--- config.mk ---
export PLATFORM = sky130hd
export DESIGN_NAME = edf_ready_queue
export DESIGN_NICKNAME = d
export VERILOG_FILES = /design/src/design/edfq_pkg.sv /design/src/design/edf_ready_queue.sv
export SDC_FILE = /design/constraint.sdc
export NUM_CORES = 2
export LEC_CHECK = 0
export BUFFER_PORTS_ARGS = -buffer_cell sky130_fd_sc_hd__buf_2
export CAP_MARGIN = 20
export CORE_UTILIZATION = 35
export CTS_CLUSTER_DIAMETER = 40
export DETAILED_ROUTE_END_ITERATION = 10
export GPL_TIMING_DRIVEN = 0
export HOLD_SLACK_MARGIN = 0.03
export PLACE_DENSITY_LB_ADDON = 0.15
export SLEW_MARGIN = 20
export SYNTH_ARGS = -nofsm -noshare
export SYNTH_HDL_FRONTEND = slang
export SYNTH_SLANG_ARGS = --single-unit
--- constraint.sdc ---
create_clock -name aclk -period 20.8 [get_ports aclk]
set_clock_uncertainty 0.15 [all_clocks]
set_input_delay 1.04 -clock aclk [delete_from_list [all_inputs] [get_ports aclk]]
set_output_delay 1.04 -clock aclk [all_outputs]
set_load 0.1 [all_outputs]
--- src/design/edfq_pkg.sv ---
`timescale 1ns / 1ps

package edfq_pkg;

    localparam int ENTRIES  = 16;
    localparam int IDX_W    = (ENTRIES > 1) ? $clog2(ENTRIES) : 1;
    localparam int CNT_W    = $clog2(ENTRIES + 1);

    localparam int OP_W     = 3;
    localparam int ID_W     = 16;
    localparam int DL_W     = 48;
    localparam int STAMP_W  = 32;
    localparam int STATUS_W = 2;
    localparam int QCNT_W   = 5;

    typedef enum logic [OP_W-1:0] {
        OP_ADD     = 3'd0,
        OP_REMOVE  = 3'd1,
        OP_FIND    = 3'd2,
        OP_ENQUEUE = 3'd3,
        OP_DEQUEUE = 3'd4,
        OP_PEEK    = 3'd5
    } op_t;

    typedef enum logic [STATUS_W-1:0] {
        ST_OK        = 2'd0,
        ST_FULL      = 2'd1,
        ST_NOT_FOUND = 2'd2
    } status_t;

    typedef enum logic [2:0] {
        S_IDLE,
        S_LOOKUP,
        S_UPDATE,
        S_SCAN,
        S_FINISH
    } state_t;

    typedef struct packed {
        logic [ID_W-1:0]    id;
        logic [DL_W-1:0]    deadline;
        logic [STAMP_W-1:0] stamp;
    } entry_t;

endpackage

--- src/design/edf_ready_queue.sv ---
`timescale 1ns / 1ps
// Takes one item at a time: s_ready is high only while idle. The single read port of the entry
// memory is swept once for the id lookup and once for the earliest-deadline search.
// A finished result waits in the output register.
// Reset (aresetn low, synchronous) clears the valid and queued bits, the enqueue counter
// and the control state; the entry memory holds no reset and is read only where valid.
module edf_ready_queue (
    input  logic                           aclk,
    input  logic                           aresetn,
    input  logic                           s_valid,
    output logic                           s_ready,
    input  logic [edfq_pkg::OP_W-1:0]      s_operation,
    input  logic [edfq_pkg::ID_W-1:0]      s_task_id,
    input  logic [edfq_pkg::DL_W-1:0]      s_deadline,
    output logic                           m_valid,
    input  logic                           m_ready,
    output logic [edfq_pkg::STATUS_W-1:0]  m_status,
    output logic                           m_found,
    output logic                           m_task_queued,
    output logic                           m_earliest_valid,
    output logic [edfq_pkg::ID_W-1:0]      m_earliest_id,
    output logic [edfq_pkg::DL_W-1:0]      m_earliest_deadline,
    output logic [edfq_pkg::QCNT_W-1:0]    m_queued_count
);
    import edfq_pkg::*;

    // entry memory: id, deadline, order stamp
    entry_t mem [ENTRIES];

    state_t state_reg, state_next;

    op_t                op_reg, op_next;
    logic [ID_W-1:0]    id_reg, id_next;
    logic [DL_W-1:0]    dl_reg, dl_next;

    logic [ENTRIES-1:0] valid_reg, valid_next;
    logic [ENTRIES-1:0] queued_reg, queued_next;
    logic [STAMP_W-1:0] counter_reg, counter_next;

    logic [CNT_W-1:0]   cnt_reg, cnt_next;
    logic               rvalid_reg;
    logic [IDX_W-1:0]   ridx_reg;
    entry_t             rdata_reg;

    logic               hit_reg, hit_next;
    logic [IDX_W-1:0]   slot_reg, slot_next;
    status_t            status_reg, status_next;

    logic               best_v_reg, best_v_next;
    logic [ID_W-1:0]    best_id_reg, best_id_next;
    logic [DL_W-1:0]    best_dl_reg, best_dl_next;
    logic [STAMP_W-1:0] best_age_reg, best_age_next;
    logic [CNT_W-1:0]   qcnt_reg, qcnt_next;

    logic               m_valid_reg, m_valid_next;
    status_t            m_status_reg, m_status_next;
    logic               m_found_reg, m_found_next;
    logic               m_tq_reg, m_tq_next;
    logic               m_ev_reg, m_ev_next;
    logic [ID_W-1:0]    m_eid_reg, m_eid_next;
    logic [DL_W-1:0]    m_edl_reg, m_edl_next;
    logic [QCNT_W-1:0]  m_qcnt_reg, m_qcnt_next;

    logic               rd_en;
    logic [IDX_W-1:0]   rd_addr;
    logic               wr_en;
    logic [IDX_W-1:0]   wr_addr;
    entry_t             wr_data;
    logic               last_rd;
    logic               free_v;
    logic [IDX_W-1:0]   free_idx;
    logic [STAMP_W-1:0] age_cur;

    assign rd_en   = ((state_reg == S_LOOKUP) || (state_reg == S_SCAN))
                     && (cnt_reg < CNT_W'(ENTRIES));
    assign rd_addr = cnt_reg[IDX_W-1:0];
    assign last_rd = rvalid_reg && (ridx_reg == IDX_W'(ENTRIES - 1));
    assign age_cur = counter_reg - rdata_reg.stamp;

    // lowest free slot
    always_comb begin
        free_v   = 1'b0;
        free_idx = '0;
        for (int i = ENTRIES - 1; i >= 0; i--) begin
            if (!valid_reg[i]) begin
                free_v   = 1'b1;
                free_idx = IDX_W'(i);
            end
        end
    end

    always_ff @(posedge aclk) begin
        if (wr_en) begin
            mem[wr_addr] <= wr_data;
        end
        if (rd_en) begin
            rdata_reg <= mem[rd_addr];
        end
        ridx_reg <= rd_addr;
    end

    always_comb begin
        state_next    = state_reg;
        op_next       = op_reg;
        id_next       = id_reg;
        dl_next       = dl_reg;
        valid_next    = valid_reg;
        queued_next   = queued_reg;
        counter_next  = counter_reg;
        cnt_next      = cnt_reg;
        hit_next      = hit_reg;
        slot_next     = slot_reg;
        status_next   = status_reg;
        best_v_next   = best_v_reg;
        best_id_next  = best_id_reg;
        best_dl_next  = best_dl_reg;
        best_age_next = best_age_reg;
        qcnt_next     = qcnt_reg;
        m_valid_next  = m_valid_reg;
        m_status_next = m_status_reg;
        m_found_next  = m_found_reg;
        m_tq_next     = m_tq_reg;
        m_ev_next     = m_ev_reg;
        m_eid_next    = m_eid_reg;
        m_edl_next    = m_edl_reg;
        m_qcnt_next   = m_qcnt_reg;
        wr_en         = 1'b0;
        wr_addr       = slot_reg;
        wr_data       = '0;
        s_ready       = (state_reg == S_IDLE);

        if (m_valid_reg && m_ready) begin
            m_valid_next = 1'b0;
        end

        if (rd_en) begin
            cnt_next = cnt_reg + 1'b1;
        end

        case (state_reg)
            S_IDLE: begin
                if (s_valid) begin
                    op_next     = op_t'(s_operation);
                    id_next     = s_task_id;
                    dl_next     = s_deadline;
                    hit_next    = 1'b0;
                    slot_next   = '0;
                    cnt_next    = '0;
                    state_next  = S_LOOKUP;
                end
            end
            S_LOOKUP: begin
                if (rvalid_reg && !hit_reg && valid_reg[ridx_reg]
                    && (rdata_reg.id == id_reg)) begin
                    hit_next  = 1'b1;
                    slot_next = ridx_reg;
                end
                if (last_rd) begin
                    state_next = S_UPDATE;
                end
            end
            S_UPDATE: begin
                status_next = ST_OK;
                case (op_reg)
                    OP_ADD: begin
                        if (!hit_reg) begin
                            if (!free_v) begin
                                status_next = ST_FULL;
                            end else begin
                                valid_next[free_idx]  = 1'b1;
                                queued_next[free_idx] = 1'b0;
                                wr_en      = 1'b1;
                                wr_addr    = free_idx;
                                wr_data.id = id_reg;
                                hit_next   = 1'b1;
                                slot_next  = free_idx;
                            end
                        end
                    end
                    OP_REMOVE: begin
                        if (!hit_reg) begin
                            status_next = ST_NOT_FOUND;
                        end else begin
                            valid_next[slot_reg]  = 1'b0;
                            queued_next[slot_reg] = 1'b0;
                            hit_next = 1'b0;
                        end
                    end
                    OP_FIND: begin
                        if (!hit_reg) begin
                            status_next = ST_NOT_FOUND;
                        end
                    end
                    OP_ENQUEUE: begin
                        if (!hit_reg) begin
                            status_next = ST_NOT_FOUND;
                        end else begin
                            // id matched, so the whole entry can be rewritten
                            queued_next[slot_reg] = 1'b1;
                            wr_en            = 1'b1;
                            wr_data.id       = id_reg;
                            wr_data.deadline = dl_reg;
                            wr_data.stamp    = counter_reg;
                            counter_next     = counter_reg + 1'b1;
                        end
                    end
                    OP_DEQUEUE: begin
                        if (!hit_reg) begin
                            status_next = ST_NOT_FOUND;
                        end else begin
                            queued_next[slot_reg] = 1'b0;
                        end
                    end
                    default: begin
                    end
                endcase
                best_v_next   = 1'b0;
                best_id_next  = '0;
                best_dl_next  = '0;
                best_age_next = '0;
                qcnt_next     = '0;
                cnt_next      = '0;
                state_next    = S_SCAN;
            end
            S_SCAN: begin
                if (rvalid_reg && valid_reg[ridx_reg] && queued_reg[ridx_reg]) begin
                    qcnt_next = qcnt_reg + 1'b1;
                    // older stamp wins a deadline tie
                    if (!best_v_reg || (rdata_reg.deadline < best_dl_reg)
                        || ((rdata_reg.deadline == best_dl_reg)
                            && (age_cur > best_age_reg))) begin
                        best_v_next   = 1'b1;
                        best_id_next  = rdata_reg.id;
                        best_dl_next  = rdata_reg.deadline;
                        best_age_next = age_cur;
                    end
                end
                if (last_rd) begin
                    state_next = S_FINISH;
                end
            end
            S_FINISH: begin
                if (!m_valid_reg || m_ready) begin
                    m_valid_next  = 1'b1;
                    m_status_next = status_reg;
                    m_found_next  = hit_reg;
                    m_tq_next     = hit_reg && queued_reg[slot_reg];
                    m_ev_next     = best_v_reg;
                    m_eid_next    = best_id_reg;
                    m_edl_next    = best_dl_reg;
                    m_qcnt_next   = QCNT_W'(qcnt_reg);
                    state_next    = S_IDLE;
                end
            end
            default: begin
                state_next = S_IDLE;
            end
        endcase
    end

    always_ff @(posedge aclk) begin
        if (!aresetn) begin
            state_reg   <= S_IDLE;
            valid_reg   <= '0;
            queued_reg  <= '0;
            counter_reg <= '0;
            cnt_reg     <= '0;
            rvalid_reg  <= 1'b0;
            hit_reg     <= 1'b0;
            best_v_reg  <= 1'b0;
            m_valid_reg <= 1'b0;
        end else begin
            state_reg   <= state_next;
            valid_reg   <= valid_next;
            queued_reg  <= queued_next;
            counter_reg <= counter_next;
            cnt_reg     <= cnt_next;
            rvalid_reg  <= rd_en;
            hit_reg     <= hit_next;
            best_v_reg  <= best_v_next;
            m_valid_reg <= m_valid_next;
        end
    end

    always_ff @(posedge aclk) begin
        op_reg       <= op_next;
        id_reg       <= id_next;
        dl_reg       <= dl_next;
        slot_reg     <= slot_next;
        status_reg   <= status_next;
        best_id_reg  <= best_id_next;
        best_dl_reg  <= best_dl_next;
        best_age_reg <= best_age_next;
        qcnt_reg     <= qcnt_next;
        m_status_reg <= m_status_next;
        m_found_reg  <= m_found_next;
        m_tq_reg     <= m_tq_next;
        m_ev_reg     <= m_ev_next;
        m_eid_reg    <= m_eid_next;
        m_edl_reg    <= m_edl_next;
        m_qcnt_reg   <= m_qcnt_next;
    end

    assign m_valid             = m_valid_reg;
    assign m_status            = m_status_reg;
    assign m_found             = m_found_reg;
    assign m_task_queued       = m_tq_reg;
    assign m_earliest_valid    = m_ev_reg;
    assign m_earliest_id       = m_eid_reg;
    assign m_earliest_deadline = m_edl_reg;
    assign m_queued_count      = m_qcnt_reg;

endmodule
# Yosys cells after proc, flatten, opt, wreduce, memory -nomap -nowiden
# Memory sizes are Yosys's and may differ from the RTL's. A register that Yosys moved wholly into a read port is not among the register bits.
# Cells that the tools add are included.
[totals]
input_bits = 71
elab_cells = 212
regBits = 328
out_inout_bits = 76
n_memories = 1
ramBits = 1536
[mem_list]
columns = ["name", "words", "width", "rd", "rd_ports_with_merged_regs", "wr", "line", "source"]
rows = [
  ["mem", 16, 96, 1, 1, 1, "edf_ready_queue.sv:28", "entry_t mem [ENTRIES];"],
]
[classes]
eq_ne = 24
magnitude_cmp = 8
bitwise_logic = 7
add_sub_neg = 4
reduce_logical = 37
n_mux = 105
[ops]
columns = ["operator", "count"]
rows = [
  ["2-to-1 mux 96 bit", 2],
  ["2-to-1 mux 16 bit", 11],
  ["2-to-1 mux 48 bit", 2],
  ["case mux 16 bit (2 select lines)", 3],
  ["case mux 48 bit (2 select lines)", 1],
  ["2-to-1 mux 4 bit", 22],
  ["2-to-1 mux 80 bit", 1],
  ["2-to-1 mux 32 bit", 2],
  ["case mux 32 bit (2 select lines)", 1],
  ["bitwise AND 16 bit", 3],
  ["equality test 48 bit", 1],
  ["less-than comparator 48 bit", 1],
  ["case mux 16 bit (3 select lines)", 1],
  ["2-to-1 mux 1 bit", 37],
  ["adder 32 x 1 -> 32 bit, second input constant", 1],
  ["greater-than comparator 32 bit", 1],
  ["NOT 16 bit", 2],
  ["OR 16 bit", 2],
  ["subtractor 32 bit", 1],
  ["case mux 5 bit (2 select lines)", 2],
  ["equality test 16 bit", 1],
  ["inequality test 2 bit, second input constant", 8],
  ["less-than comparator 4 x 5 -> 1 bit, second input constant", 3],
  ["2-to-1 mux 5 bit", 3],
  ["31 further kinds", 73],
]

# Depth between registers and ports, before layout
[depth]
ltp_word = 25
ltp_mapped = 19
depth_no_buf = 19

# Worst setup path before layout
# No wires, ideal clock.
[synth_timing]
kind = "reg2reg"
from = "reg valid_reg[2]"
to = "mem mem[2][0] (netlist bit), enable pin"
synth_period_minus_slack_ns = 9.106
setup_slack_ns = 11.694
t_arrival_ns = 8.288
setup_time_ns = 0.668
n_path_buf = 0
t_required_ns = 19.982
stages_incl_launch_ff = 7
cell_sequence = "dfxtp_1 nand4_2 or4_4 nand3_4 mux2i_1 nand4_1 nor3_1"
[synth_via]
elab_chain_len = 9
elab_cells_between_ends = 16
cone_classes = "mux: 16"
[synth_lines]
columns = ["item", "line", "source"]
rows = [
  ["start, declared", "edf_ready_queue.sv:36", "logic [ENTRIES-1:0] valid_reg, valid_next;"],
  ["start signal, assigned", "edf_ready_queue.sv:274", "valid_reg <= valid_next;"],
  ["2-to-1 mux 1 bit (3 in series)", "edf_ready_queue.sv:85", "if (!valid_reg[i]) begin"],
  ["2-to-1 mux 1 bit", "edf_ready_queue.sv:167", "if (!free_v) begin"],
  ["2-to-1 mux 1 bit", "edf_ready_queue.sv:166", "if (!hit_reg) begin"],
  ["case mux 1 bit (2 select lines)", "edf_ready_queue.sv:164", "case (op_reg)"],
  ["2-to-1 mux 1 bit", "edf_ready_queue.sv:140", "case (state_reg)"],
  ["2-to-1 mux 1 bit", "edf_ready_queue.sv:93", "if (wr_en) begin"],
  ["2-to-1 mux 1 bit (implied by the code)", "edf_ready_queue.sv:94", "mem[wr_addr] <= wr_data;"],
  ["end, declared", "edf_ready_queue.sv:28", ""],
]
# Several ways; a longest one is shown, not always the timed one.

# Worst setup path after layout
[layout_timing]
from = "reg, netlist name rdata_reg[2]"
to = "reg best_dl_reg[2], enable pin"
[layout_via]
elab_chain_len = 6
[layout_lines]
columns = ["item", "line", "source"]
rows = [
  ["subtractor 32 bit", "edf_ready_queue.sv:78", "assign age_cur = counter_reg - rdata_reg.stamp;"],
  ["net age_cur[28]", "edf_ready_queue.sv:72", "logic [STAMP_W-1:0] age_cur;"],
  ["greater-than comparator 32 bit", "edf_ready_queue.sv:231", "&& (age_cur > best_age_reg))) begin"],
  ["logical AND 1 bit", "edf_ready_queue.sv:231", ""],
  ["logical OR 1 bit", "edf_ready_queue.sv:230", "|| ((rdata_reg.deadline == best_dl_reg)"],
  ["inequality test 2 x 1 -> 1 bit (no source line)", "n/a", ""],
  ["AND reduction 3 bit (no source line)", "n/a", ""],
  ["end signal, assigned", "edf_ready_queue.sv:292", "best_dl_reg <= best_dl_next;"],
  ["end, declared", "edf_ready_queue.sv:51", "logic [DL_W-1:0] best_dl_reg, best_dl_next;"],
]
# The timed path passes the listed nets, and every way through them passes these cells.
# A chain may end at the register's enable or synchronous reset.

==> metrics.cfg <==
[outcome]
status = finished clean

[timing]
fmax_ghz = 0.1637
finalSetupViolCount = 0
finalCritPeriodShare = 0.2936
rsz0062_at_grt = false
drv_slew = 0
setup_ws_ns = 14.69
tns_ns = 0
slew_headroom = 0.2388
fin_crit_ns = 6.107
worst_pin_slew_ns = 1.142
final_hold_viol_count = 0
whs_ns = 0.1252

[final_layout]
fill_cells = 19080
final_common_cell = edfxtp_1
layout_common_cells = 1880 x edfxtp_1, 495 x mux4_2, 357 x clkbuf_16
drive_above_1_share = 0.3369
multi_input_area_um2 = 18400
largest_reg_flops = 1536
seq_area_um2 = 58060
area_growth_pct = 24.94
fin_area_um2 = 96840
post-route-util = 0.4403
nets = 4810
final_cell_count_no_fill = 7861

[grt]
grt_antenna_before_repair = 8
grt_pass1_vias = 41550
grt.overflow.total = 0
grt_use_met1 = 0.2788
grt_max_degree = 40
busiest_layer = met2
grtUsageMet3 = 0.03632
use_met2 = 0.2971
grt_usage = 0.1927
grt_pass1_wl_mm = 307.4

[cts]
cts_buffers = 349
cts_setup_buffers = 0
cts.sinks = 1960
h-tree-depth = 5
clock_latency_ns = 0.93
cts-resized-gates = 0
holdBufCountCts = 0
path_clk_slew_ns = 0.05
tritoncts = yes
cts-root-buf = clkbuf_16
clockBufferDepth = 4

[yosys]
synth_edf_count = 1880
syn_inst = 3797
seq_area_frac_synth = 0.7490
async_flop_share = 0
synth_compound_area_frac = 0.02284
synth_ff_type = edfxtp_1
synth_nets = 3983
ys_seq_elements = 1960
synth-simple-area-share = 0.04115
synth_top_family_by_area = multiplexers
synth_mux_area_frac = 0.1446
synth_cell_type_count = 74
synth_warnings = 0
syn_area_um2 = 77510
synth_xor_area_frac = 0.008701
synth_fa_ha_area_frac = 0.01866
synth.avg_cell_area_um2 = 20.41

[place]
post_dp_cell_area_um2 = 85130
hpwl_mm = 146.9
pre_cts_ws_ns = 14.68
routabilityCongestion = 0.8028
io_buffers = 145
dp_cells = 7231

[route]
routedWlPerCell_um = 27.28
drcViolationCount = 0
postRouteAntennaNets = 0
vias = 40510
avgViaCountPerCell = 5.154
wirelength_mm = 214.5
drt_iter0_drc = 3821
firstDrtPassIters = 5

[die]
die_h_um = 472.6
die_w_um = 472.6
design.core.area_um2 = 219900
dieArea_um2 = 223300
num_rows = 172
ios = 147
initial_utilization = 0.3524

[pwr]
finalPower_mw = 10.15
peakVddDrop_mv = 0.06065
power_density_nw_per_um2 = 104.8
power.leakage_nw = 28.69

[critical_path]
arrival_ns = 6.57
cp.required_ns = 21.27
start_kind = flop
crit_path_max_fanout = 39
crit_type = flop to flop
end_kind = flop

[job]
drv_cap = 0

[worst_hold_path]
min_path_type = input pin to flop

## where the power goes
part	switching (mW)	internal [mW]	total, mW
Combinational	0.119	0.0674	0.187
Sequential	0.0104	4.29	4.30
Clock	2.01	3.66	5.67
Total	2.14	8.01	10.1
## worst max-delay path: stages (launching register included)
cell and delay (ns):
edfxtp_1 0.37, inv_1 0.13, ha_1 0.29, nor2b_1 0.17, o211ai_1 0.21, a21oi_1 0.15
o21ai_0 0.42, nand2_1 0.17, a221oi_1 0.42, o21ai_0 0.27, xor2_1 0.20, ha_1 0.22
a2111oi_0 0.36, o21ai_0 0.15, o21ai_0 0.15, or4b_2 0.62, a221oi_1 0.25, o21ai_0 0.17
and2_4 0.36, buf_16 0.26, buf_16 0.21
## per-layer routing
metal	wire length, um	vias up
met3	12100	341
met4	4924	0
met5	0	-
met1	98870	21520
li1	-	17390
met2	98580	1264
## cell type report
type                            count  area share
Clock inverter                    243     0.02740
Antenna cell                        6   0.0001550
Buffer                            168    0.007417
Inverter                          128    0.004962
Tap cell                         2958     0.03822
Multi-Input combinational cell   1541      0.1900
Timing Repair Buffer              476     0.03899
Clock buffer                      381     0.09329
Sequential cell                  1960      0.5995
## cells by family after synthesis
logic type	Yosys count
AOI/OAI and AO/OA	269
xor gates and xnor gates	77
adders and majority gates	115
buffers and inverters	296
DFF	1960
muxes	501
and+or+nand+nor	579
## synthesized netlist by cell type (all sizes together) (36+ instances only)
master,count,area [um2]
and2,147,919.6
ha,114,1426
clkbuf,123,461.7
xnor2,41,359.1
xor2,36,315.3
buf,45,221.5
o21ai,66,330.3
inv,128,480.5
mux4,495,11150
nand4,36,231.5
and3,76,480.5
nand2,91,344.1
dfxtp,80,1602
nor2,87,326.6
edfxtp,1880,56450
a21oi,64,324.1
## worst paths after layout
kind | startpoint | endpoint | slack [ns] | depth (start not counted)
max | rdata_reg[2]$_DFFE_PP_ | best_dl_reg[2]$_SDFFCE_PN0P_ | 14.69 | 20
min | s_deadline[18] | dl_reg[18]$_DFFE_PP_ | 0.13 | 1
max reg2reg | rdata_reg[2]$_DFFE_PP_ | best_dl_reg[2]$_SDFFCE_PN0P_ | 14.69 | 20
min reg2reg | cnt_reg[2]$_SDFF_PN0_ | ridx_reg[2]$_DFF_P_ | 0.20 | 0
No activity file was read; power rests on OpenSTA's default activity.
